<file path="src/rtl/bitmap_page_allocator_unit_assert.svh">
// Assertion macros for the bitmap page allocator.
// Depends on clk_i and rst_ni being visible where a macro is used.
`ifndef BITMAP_PAGE_ALLOCATOR_UNIT_ASSERT_SVH
`define BITMAP_PAGE_ALLOCATOR_UNIT_ASSERT_SVH
`ifndef ASSERT_OFF
`define BPA_ASSERT(lbl, prop) \
  lbl: assert property (@(posedge clk_i) disable iff (!rst_ni) prop) \
    else $error("bpa assertion failed");
`define BPA_ASSERT_NEXT(lbl, ante, cons) \
  lbl: assert property (@(posedge clk_i) disable iff (!rst_ni) (ante) |=> (cons)) \
    else $error("bpa assertion failed");
`else
`define BPA_ASSERT(lbl, prop)
`define BPA_ASSERT_NEXT(lbl, ante, cons)
`endif
`endif

</file>
<file path="src/rtl/bpa_pkg.sv">
// Shared constants, codes and command/status types of the page allocator.
// No dependencies.
package bpa_pkg;

  localparam int PoolPages = 4096;
  localparam int MapRows   = PoolPages / 8;
  localparam int RowAw     = $clog2(MapRows);
  localparam int IdxW      = $clog2(PoolPages);
  localparam int MaxRun    = 16;
  localparam int CntW      = 5;
  localparam int DirSlots  = 1024;
  localparam int DirRows   = DirSlots / 8;
  localparam int DirAw     = $clog2(DirRows);
  localparam int CfgW      = 14;

  localparam logic [CfgW-1:0] TotalReset    = 14'd8192;
  localparam logic [CfgW-1:0] ReservedPages = 14'd512;
  localparam logic [19:0]     ReservedFrame = 20'd512;
  localparam logic [19:0]     HeapVpage     = 20'hC0100;
  localparam logic [DirAw-1:0] DirRowLow    = DirAw'(768 / 8);
  localparam logic [DirAw-1:0] DirRowHigh   = DirAw'(1023 / 8);
  localparam logic [7:0]      DirBitsLow    = 8'h01;
  localparam logic [7:0]      DirBitsHigh   = 8'h80;

  typedef enum logic [1:0] {
    ST_OK       = 2'd0,
    ST_NO_RUN   = 2'd1,
    ST_NO_FRAME = 2'd2,
    ST_USER     = 2'd3
  } status_e;

  typedef enum logic [3:0] {
    OP_NONE,
    OP_CLEAR,
    OP_LOAD,
    OP_SCAN_INIT,
    OP_SCAN_RD,
    OP_SCAN_EV,
    OP_MARK_RD,
    OP_MARK_WR,
    OP_DIR_RD,
    OP_DIR_WR,
    OP_RES_OK,
    OP_RES_FAIL
  } dp_op_e;

  typedef enum logic [4:0] {
    S_CLEAR,
    S_IDLE,
    S_CHECK,
    S_VRD,
    S_VEV,
    S_MRD,
    S_MWR,
    S_PAGE,
    S_FRD,
    S_FEV,
    S_DRD,
    S_DEV,
    S_TRD,
    S_TEV,
    S_DWR,
    S_OK,
    S_FAIL
  } state_e;

  typedef struct packed {
    dp_op_e  op;
    logic    map_frame;
    logic    tbl;
    status_e st;
  } cmd_t;

  typedef struct packed {
    logic clear_last;
    logic pool;
    logic cnt_bad;
    logic row_end;
    logic found;
    logic m_last;
    logic idx_last;
    logic dir_present;
  } sts_t;

endpackage

</file>
<file path="src/rtl/bpa_ctrl.sv">
// Controller state machine of the page allocator.
// Depends on bpa_pkg; drives commands to bpa_datapath.
module bpa_ctrl (
  input  logic          clk_i,
  input  logic          rst_ni,
  input  logic          s_axis_tvalid_i,
  output logic          s_axis_tready_o,
  output logic          m_axis_tvalid_o,
  input  logic          m_axis_tready_i,
  input  bpa_pkg::sts_t sts_i,
  output bpa_pkg::cmd_t cmd_o
);
  import bpa_pkg::*;

  state_e  state_q, state_d;
  status_e fail_q, fail_d;
  logic    mvalid_q, mvalid_d;
  logic    out_free;

  assign out_free = !mvalid_q || m_axis_tready_i;

  always_comb begin
    state_d = state_q;
    fail_d  = fail_q;
    unique case (state_q)
      S_CLEAR: if (sts_i.clear_last) state_d = S_IDLE;
      S_IDLE:  if (s_axis_tvalid_i) state_d = S_CHECK;
      S_CHECK: begin
        if (sts_i.pool) begin
          fail_d  = ST_USER;
          state_d = S_FAIL;
        end else if (sts_i.cnt_bad) begin
          fail_d  = ST_NO_RUN;
          state_d = S_FAIL;
        end else begin
          state_d = S_VRD;
        end
      end
      S_VRD: begin
        if (sts_i.row_end) begin
          fail_d  = ST_NO_RUN;
          state_d = S_FAIL;
        end else begin
          state_d = S_VEV;
        end
      end
      S_VEV:   state_d = sts_i.found ? S_MRD : S_VRD;
      S_MRD:   state_d = S_MWR;
      S_MWR:   state_d = sts_i.m_last ? S_PAGE : S_MRD;
      S_PAGE:  state_d = S_FRD;
      S_FRD: begin
        if (sts_i.row_end) begin
          fail_d  = ST_NO_FRAME;
          state_d = S_FAIL;
        end else begin
          state_d = S_FEV;
        end
      end
      S_FEV:   state_d = sts_i.found ? S_DRD : S_FRD;
      S_DRD:   state_d = S_DEV;
      S_DEV:   state_d = sts_i.dir_present ? S_OK : S_TRD;
      S_TRD: begin
        if (sts_i.row_end) begin
          fail_d  = ST_NO_FRAME;
          state_d = S_FAIL;
        end else begin
          state_d = S_TEV;
        end
      end
      S_TEV:   state_d = sts_i.found ? S_DWR : S_TRD;
      S_DWR:   state_d = S_OK;
      S_OK: begin
        if (out_free) state_d = sts_i.idx_last ? S_IDLE : S_PAGE;
      end
      S_FAIL:  if (out_free) state_d = S_IDLE;
      default: state_d = S_IDLE;
    endcase
  end

  always_comb begin
    cmd_o           = '0;
    cmd_o.op        = OP_NONE;
    cmd_o.st        = fail_q;
    s_axis_tready_o = 1'b0;
    mvalid_d        = mvalid_q && !m_axis_tready_i;
    unique case (state_q)
      S_CLEAR: cmd_o.op = OP_CLEAR;
      S_IDLE: begin
        s_axis_tready_o = 1'b1;
        if (s_axis_tvalid_i) cmd_o.op = OP_LOAD;
      end
      S_CHECK: cmd_o.op = (sts_i.pool || sts_i.cnt_bad) ? OP_NONE : OP_SCAN_INIT;
      S_VRD, S_FRD, S_TRD: cmd_o.op = sts_i.row_end ? OP_NONE : OP_SCAN_RD;
      S_VEV: cmd_o.op = OP_SCAN_EV;
      S_FEV: begin
        cmd_o.op        = OP_SCAN_EV;
        cmd_o.map_frame = 1'b1;
      end
      S_TEV: begin
        cmd_o.op        = OP_SCAN_EV;
        cmd_o.map_frame = 1'b1;
        cmd_o.tbl       = 1'b1;
      end
      S_MRD: cmd_o.op = OP_MARK_RD;
      S_MWR: cmd_o.op = OP_MARK_WR;
      S_PAGE: begin
        cmd_o.op        = OP_SCAN_INIT;
        cmd_o.map_frame = 1'b1;
      end
      S_DRD: cmd_o.op = OP_DIR_RD;
      S_DEV: begin
        if (!sts_i.dir_present) begin
          cmd_o.op        = OP_SCAN_INIT;
          cmd_o.map_frame = 1'b1;
          cmd_o.tbl       = 1'b1;
        end
      end
      S_DWR: cmd_o.op = OP_DIR_WR;
      S_OK: begin
        if (out_free) begin
          cmd_o.op = OP_RES_OK;
          mvalid_d = 1'b1;
        end
      end
      S_FAIL: begin
        if (out_free) begin
          cmd_o.op = OP_RES_FAIL;
          mvalid_d = 1'b1;
        end
      end
      default: cmd_o.op = OP_NONE;
    endcase
  end

  assign m_axis_tvalid_o = mvalid_q;

  always_ff @(posedge clk_i or negedge rst_ni) begin
    if (!rst_ni) begin
      state_q  <= S_CLEAR;
      fail_q   <= ST_OK;
      mvalid_q <= 1'b0;
    end else begin
      state_q  <= state_d;
      fail_q   <= fail_d;
      mvalid_q <= mvalid_d;
    end
  end

endmodule

</file>
<file path="config.mk">
export PLATFORM = sky130hd
export DESIGN_NAME = bpa_ctrl
export DESIGN_NICKNAME = d
export VERILOG_FILES = /design/src/rtl/bitmap_page_allocator_unit_assert.svh /design/src/rtl/bpa_pkg.sv /design/src/rtl/bpa_ctrl.sv
export SDC_FILE = /design/constraint.sdc
export NUM_CORES = 1
export LEC_CHECK = 0
export BUFFER_PORTS_ARGS = -buffer_cell sky130_fd_sc_hd__buf_4
export CORE_MARGIN = 2
export CORE_UTILIZATION = 56
export CTS_CLUSTER_DIAMETER = 60
export DETAILED_ROUTE_END_ITERATION = 16
export PLACE_DENSITY = 0.83
export SYNTH_ARGS = -nofsm -noshare
export SYNTH_HDL_FRONTEND = slang
export SYNTH_SLANG_ARGS = --single-unit
</file>
<file path="constraint.sdc">
create_clock -name clk_i -period 3 [get_ports clk_i]
set_input_delay 0.15 -clock clk_i [delete_from_list [all_inputs] [get_ports clk_i]]
set_output_delay 0.15 -clock clk_i [all_outputs]
set_load 0.05 [all_outputs]
</file>
==> flow_summary_export.csv, run 1 <==
group,metric,value,unit
sta,hold_violations,0,
sta,drv_slew,0,
worst_setup_path,worstPathRequired,2.85,ns
worst_setup_path,crit_path_cell_trace,"or2_1 > or4_1 > a31o_1 > o21ai_1 > buf_4",
finish,nFillCells,135,
power_and_ir_drop,pwr-share-seq,0.244,
yosys,synth_cell_types,50,
placed_design,place_congestion,0.877,
global_route,grt_use_total,0.265,
global_route,grt_pass1_wl,3790,um
clock_network,clkSlewWorstSetupHoldPaths,0.05,ns
finish,seqCellArea,200,um2
sta,post-route-min-period,2.34,ns
yosys,yosysTopAreaCell,"dfrtp_1",
power_and_ir_drop,p_clk_frac,0.056,
worst_setup_path,critical_path.max_stage_delay,0.62,ns
floorplan,die_area,1950,um2
yosys,syn_avg_cell_area,8.08,um2
route,ant_nets,0,
global_route,met1_usage,0.368,
worst_setup_path,arrival,2.19,ns
worst_setup_path,ff2ff_path_depth,3,
yosys,ys_async_sr_fraction,1.00,
placed_design,post-dp-hpwl,1580,um
yosys,synth-edff-count,0,
placed_design,io_buffers,21,
clock_network,cts_setup_buffers,0,
route,wl_per_cell,15.3,um
sta,fmax,0.427,GHz
yosys,ys_warn_count,0,
clock_network,cts_tree,"yes",
route,vias,947,
clock_network,clkSinkCount,8,
clock_network,htreeDepth,1,
power_and_ir_drop,ir_drop,0.815,mV
power_and_ir_drop,comb_power_share,0.700,
floorplan,io_pins,22,
clock_network,ctsResizeCount,0,
route,routed_via_density,6.58,
sta,worst_slew_margin_rel,0.466,
yosys,ys_ff_latch,8,
finish,final_cell_mix,"buf_4 (21), nor2_1 (10), a21oi_1 (10), dfrtp_1 (8), nand2b_1 (7)",
finish,drive_gt1_frac,0.242,
worst_setup_path,endpoint_kind,"primary output",
worst_setup_path,cp_slowest_cell,"dfrtp_1",
floorplan,core_area,1510,um2
clock_network,clkLatencyLatePin,0.25,ns
yosys,synthDominantCellAreaShare,0.221,
finish,fin_util,0.702,
worst_hold_path,hold_depth,3,
power_and_ir_drop,p_int,0.598,mW
finish,area_growth,16.9,%
clock_network,cts_root_buf,"clkbuf_4",
worst_setup_path,rrSetupSlack,1.02,ns
global_route,grt-ovfl-total,0,
global_route,antenna_found_initial,0,
run,max_cap_viol_count,0,
route,firstDrtPassIters,5,
finish,fin_nets,142,
yosys,ys_seq_area_frac,0.221,
worst_setup_path,path_buf_inv,1,
floorplan,start_util,0.600,
power_and_ir_drop,switching_power,0.792,mW
route,routed_wl,2200,um
clock_network,cts_made_buffers,3,
sta,whs,0.230,ns
sta,finalCritPeriodShare,0.781,
yosys,synthCells,112,
global_route,use_met3,0.0327,
global_route,grt_pass1_vias,832,
route,drc_errors,0,
sta,setup_viol,0,
yosys,synth_ff_type,"dfrtp_1",
sta,fin_skew,0.00675,ns
sta,tightest_slew,0.800,ns
worst_hold_path,hold_start,"m_axis_tready_i",
floorplan,fp.dieW,44.2,um
worst_setup_path,cp_max_fo,25,
sta,tns,0,ns
global_route,top_usage_layer,"met2",
finish,layout_commonest_cell,"buf_4",
worst_setup_path,cp-start-kind,"register",
worst_setup_path,crit_type,"register to primary output",
power_and_ir_drop,leakage,0.456,nW
floorplan,die_h,44.2,um
global_route,grt.met2_usage,0.388,
yosys,synth.cell_area,905,um2
clock_network,cts_buffer_depth,2,
floorplan,std_cell_rows,14,
outcome,outcome,"completed",
worst_hold_path,worst_hold_path_type,"input port to register",
power_and_ir_drop,sw_frac_of_total,0.570,
yosys,synth_nets,124,
sta,rsz0062_at_grt,"no",
worst_setup_path,r2r_start,"state_q[3]$_DFFE_PN0P_",
power_and_ir_drop,powerDensity,1310,nW/um2
global_route,grt_max_degree,27,
route,drtIter0Drc,45,
finish,diodes,0,
worst_setup_path,cp_top_family,"simple AND/OR/NAND/NOR gates",
worst_hold_path,min_to,"state_q[4]$_DFFE_PN0P_",
yosys,ys_top_cells_by_area,"dfrtp_1 (22%), a21oi_1 (5.5%), nand2b_1 (4.8%)",
finish,multiInputGateArea,628,um2
worst_setup_path,worstReg2RegEnd,"fail_q[1]$_DFFE_PN0P_",
[worst min-delay path, stage by stage]
cell	delay, ns
buf_4	0.08
nor2b_1	0.06
a21o_1	0.15
[sequential cells by signal (all words and copies together), names as in the netlist]
name	count
state_q	5
fail_q	2
m_axis_tvalid_o	1
[per-layer routing]
layer | wire [um] | share of wire
met4 | 26 | 0.012
met3 | 179 | 0.082
met2 | 1010 | 0.46
met5 | 0 | 0
met1 | 983 | 0.45
[kinds of logic (layout without fill, tap and decap cells)]
kind of cell / Yosys count / after routing / synth area share
buf+inv: 14 / 30 / 0.0844
compound gates: 44 / 44 / 0.364
mux: 6 / 6 / 0.0733
flops: 8 / 8 / 0.221
simple gates: 40 / 40 / 0.257
[synthesized netlist by cell type (2+ instances only)]
master    count
a21oi_1      10
nor2_1       10
dfrtp_1       8
nand2b_1      7
nor2b_1       6
inv_1         5
buf_2         4
mux2i_1       4
o21ai_0       4
a211oi_1      3
buf_4         3
nand3_1       3
a21o_1        2
and3_1        2
nand2_1       2
nor4_1        2
o21a_1        2
o21ai_1       2
or3b_1        2
[area by class of cell]
cell class              instances  share of cell area
flip-flops and latches          8               0.189
repair buffers                 22               0.159
well taps                      16              0.0189
inverters                       5              0.0178
clock buffers                   3              0.0213
multi-input cells              90               0.594
[worst max-delay path by stage]
stage	cells after the start	slack [ns]	start	end
finish	5	0.66	state_q[3]$_DFFE_PN0P_	cmd_o[4]
floorplan	3	0.51	state_q[1]$_DFFE_PN0P_	s_axis_tready_o
global route	5	0.52	state_q[3]$_DFFE_PN0P_	cmd_o[5]
CTS	5	0.68	state_q[3]$_DFFE_PN0P_	cmd_o[4]
global placement	5	0.99	state_q[3]$_DFFE_PN0P_	cmd_o[4]
detailed placement	5	0.96	state_q[3]$_DFFE_PN0P_	cmd_o[4]
[power by group through the flow]
stage	clock [mW]	combinational, mW	sequential (mW)
floorplan	0	0.855	0.254
finish	0.0783	0.973	0.339
global route	0.0881	1.06	0.363
CTS	0.0823	0.970	0.332
detailed placement	0	0.963	0.333
global placement	0	0.950	0.329
[stage by stage]
stage          setup slack [ns]  cells  power [mW]  cell area (um2)
2_1_floorplan             0.506    112        1.11              905
3_3_place_gp              0.990    140        1.28             1020
3_5_place_dp              0.956    140        1.30             1020
4_1_cts                   0.676    144        1.38             1060
5_1_grt                   0.523    144        1.51             1060
6_report                  0.657    144        1.39             1060
[what timing repair did]
action,4_1_cts,5_1_grt
endpoints found under the setup margin,0,0
hold buffers,1,0
hold endpoints to repair,8,0
Note: power is estimated with default switching activity, not from simulation.
==> run 2, diff against run 1 <==
ABC_AREA = 1   (was unset)
CORE_UTILIZATION = 51   (was 56)
PLACE_DENSITY = 0.78   (was 0.83)
clock period = 2.2 ns   (was 3 ns; I/O delays follow)
==> run 2 against run 1 <==
Against the previous run:
- synthesized cell count increased by 35%
- critical endpoint is now cmd_o[6]
- area after synthesis decreased by 8.6%
- non-clock buffer count unchanged
- combinational power increased by 38%
- via count increased by 7.8%
- routed wire length increased by 4.4%
- highest routed layer unchanged
- register-to-register slack got worse by 0.35 ns
- critical path type unchanged
- first-iteration DRC count decreased by 22%
- global-route usage increased by 1.2 points
- clock power increased by 32%
==> flow_summary_export.csv, run 2 <==
group,metric,value,unit
sta,worst_slew_margin_rel,0.728,
yosys,synth_ff_type,"dfrtp_1",
sta,fin_skew,0.00465,ns
sta,tightest_slew,0.406,ns
global_route,antenna_found_initial,0,
placed_design,place_congestion,1.01,
power_and_ir_drop,leakage,0.625,nW
clock_network,clkSinkCount,8,
finish,final_cell_mix,"nand2_1 (58), nor2_1 (29), buf_4 (21), inv_1 (18), nand3_1 (12)",
finish,drive_gt1_frac,0.206,
finish,seqCellArea,200,um2
clock_network,clkSlewWorstSetupHoldPaths,0.05,ns
finish,diodes,0,
placed_design,io_buffers,21,
yosys,synth-edff-count,0,
finish,multiInputGateArea,541,um2
yosys,synth_cell_types,19,
placed_design,place_inst,187,
power_and_ir_drop,powerDensity,1710,nW/um2
worst_setup_path,worstPathRequired,2.09,ns
power_and_ir_drop,ir_drop,1.54,mV
yosys,synth_nets,163,
clock_network,ctsHoldBuffers,1,
global_route,grt_pass1_vias,960,
route,vias,1021,
worst_setup_path,arrival,1.80,ns
yosys,synthDominantCellAreaShare,0.263,
finish,largest-register,"state_q",
yosys,synth_common_cells,"nand2_1 (58), nor2_1 (29), inv_1 (18)",
sta,rsz0062_at_grt,"no",
yosys,syn_avg_cell_area,5.48,um2
sta,tns,0,ns
sta,finalCritPeriodShare,0.869,
finish,largest_register_ffs,5,
worst_hold_path,worst_hold_path_type,"input port to register",
placed_design,post-dp-hpwl,1940,um
yosys,ys_ff_latch,8,
sta,drv_slew,0,
outcome,outcome,"completed",
floorplan,io_pins,22,
yosys,ys_top_cells_by_area,"nand2_1 (26%), dfrtp_1 (24%), nor2_1 (13%)",
finish,nFillCells,148,
clock_network,cts_made_buffers,3,
clock_network,ctsResizeCount,0,
clock_network,cts_setup_buffers,0,
floorplan,die_h,44.3,um
finish,layout_commonest_cell,"nand2_1",
sta,post-route-min-period,1.91,ns
finish,fin_nets,189,
route,routed_wl,2290,um
clock_network,clkLatencyLatePin,0.24,ns
floorplan,die_area,1960,um2
global_route,grt_use_total,0.277,
route,drc_errors,0,
route,wl_per_cell,12.0,um
floorplan,core_area,1510,um2
route,drtIter0Drc,35,
yosys,yosysTopAreaCell,"nand2_1",
yosys,synth.cell_area,827,um2
global_route,grt_max_degree,11,
global_route,grt-ovfl-total,0,
run,max_cap_viol_count,0,
route,routed_via_density,5.35,
worst_setup_path,endpoint_kind,"primary output",
yosys,synth_most_common_cell,"nand2_1",
worst_setup_path,cp-start-kind,"register",
sta,fmax,0.523,GHz
yosys,synthCells,151,
yosys,ys_warn_count,0,
finish,stdcell_count,191,
clock_network,cts_buffer_depth,2,
floorplan,std_cell_rows,14,
global_route,grt_pass1_wl,3940,um
worst_setup_path,crit_type,"register to primary output",
sta,hold_violations,0,
clock_network,cts_tree,"yes",
clock_network,cts_root_buf,"clkbuf_4",
route,ant_nets,0,
finish,area_growth,24.1,%
floorplan,fp.dieW,44.3,um
clock_network,htreeDepth,1,
route,firstDrtPassIters,4,
yosys,ys_async_sr_fraction,1.00,
worst_setup_path,cp_max_fo,10,
sta,setup_viol,0,
yosys,ys_seq_area_frac,0.242,
floorplan,start_util,0.549,
## run 2: report_power, final
part / switching [mW] / total [mW] / internal (mW) / leakage, nW
clock: 0.0416 / 0.103 / 0.0619 / 0.0138
sequential: 0.0939 / 0.312 / 0.218 / 0.104
combinational: 0.954 / 1.34 / 0.382 / 0.508
total: 1.09 / 1.75 / 0.662 / 0.625
## run 2: critical path, stage by stage (launching register included)
cell and delay [ns]:
dfrtp_1 0.48, nor2_2 0.27, nand3_1 0.21, nand2_1 0.14, inv_1 0.07, o211ai_1 0.17
buf_4 0.23
## run 2: logic make-up after synthesis
logic type	Yosys count	share of synthesized area
AND/OR/NAND/NOR	113	0.581
buffers and inverters	21	0.104
flip-flops	8	0.242
AO/OA/AOI/OAI	9	0.0726
## run 2: routing by layer
| metal | vias up | part of all wire | wire length (um) | global-route usage |
|---|---|---|---|---|
| met5 | - | 0 | 0 | 0 |
| met4 | 0 | 0.019 | 44 | 0.115 |
| met3 | 6 | 0.048 | 109 | 0.0245 |
| met2 | 42 | 0.49 | 1120 | 0.468 |
| met1 | 454 | 0.44 | 1020 | 0.362 |
| li1 | 519 | - | - | - |
## run 2: final cells by class
class / count / share of cell area
clock buffers: 3 / 0.0220
inverters: 20 / 0.0732
well taps: 16 / 0.0195
flip-flops and latches: 8 / 0.195
repair buffers: 22 / 0.163
multi-input cells: 122 / 0.527
## run 2: path summary, 6_finish.rpt
kind	slack, ns	startpoint	depth (start not counted)	end
max	0.29	state_q[0]$_DFFE_PN0P_	6	cmd_o[6]
min	0.19	sts_i[6]	5	fail_q[1]$_DFFE_PN0P_
max reg2reg	0.67	state_q[0]$_DFFE_PN0P_	8	state_q[1]$_DFFE_PN0P_
min reg2reg	0.48	fail_q[0]$_DFFE_PN0P_	2	fail_q[0]$_DFFE_PN0P_
max in group asynchronous	1.86	rst_ni	2	fail_q[0]$_DFFE_PN0P_
min in group asynchronous	0.21	rst_ni	2	state_q[1]$_DFFE_PN0P_
## run 2: stage by stage
step | setup slack (ns) | hold slack [ns] | utilization | total power, mW | instance area, um2
6_report | 0.289 | 0.190 | 0.681 | 1.75 | 1030
5_1_grt | 0.181 | 0.206 | 0.681 | 1.89 | 1030
2_1_floorplan | 0.301 | -0.186 | - | 1.30 | 827
4_1_cts | 0.299 | 0.176 | 0.681 | 1.75 | 1030
3_5_place_dp | 0.575 | -0.0686 | 0.659 | 1.63 | 993
3_3_place_gp | 0.621 | -0.0715 | 0.659 | 1.62 | 993
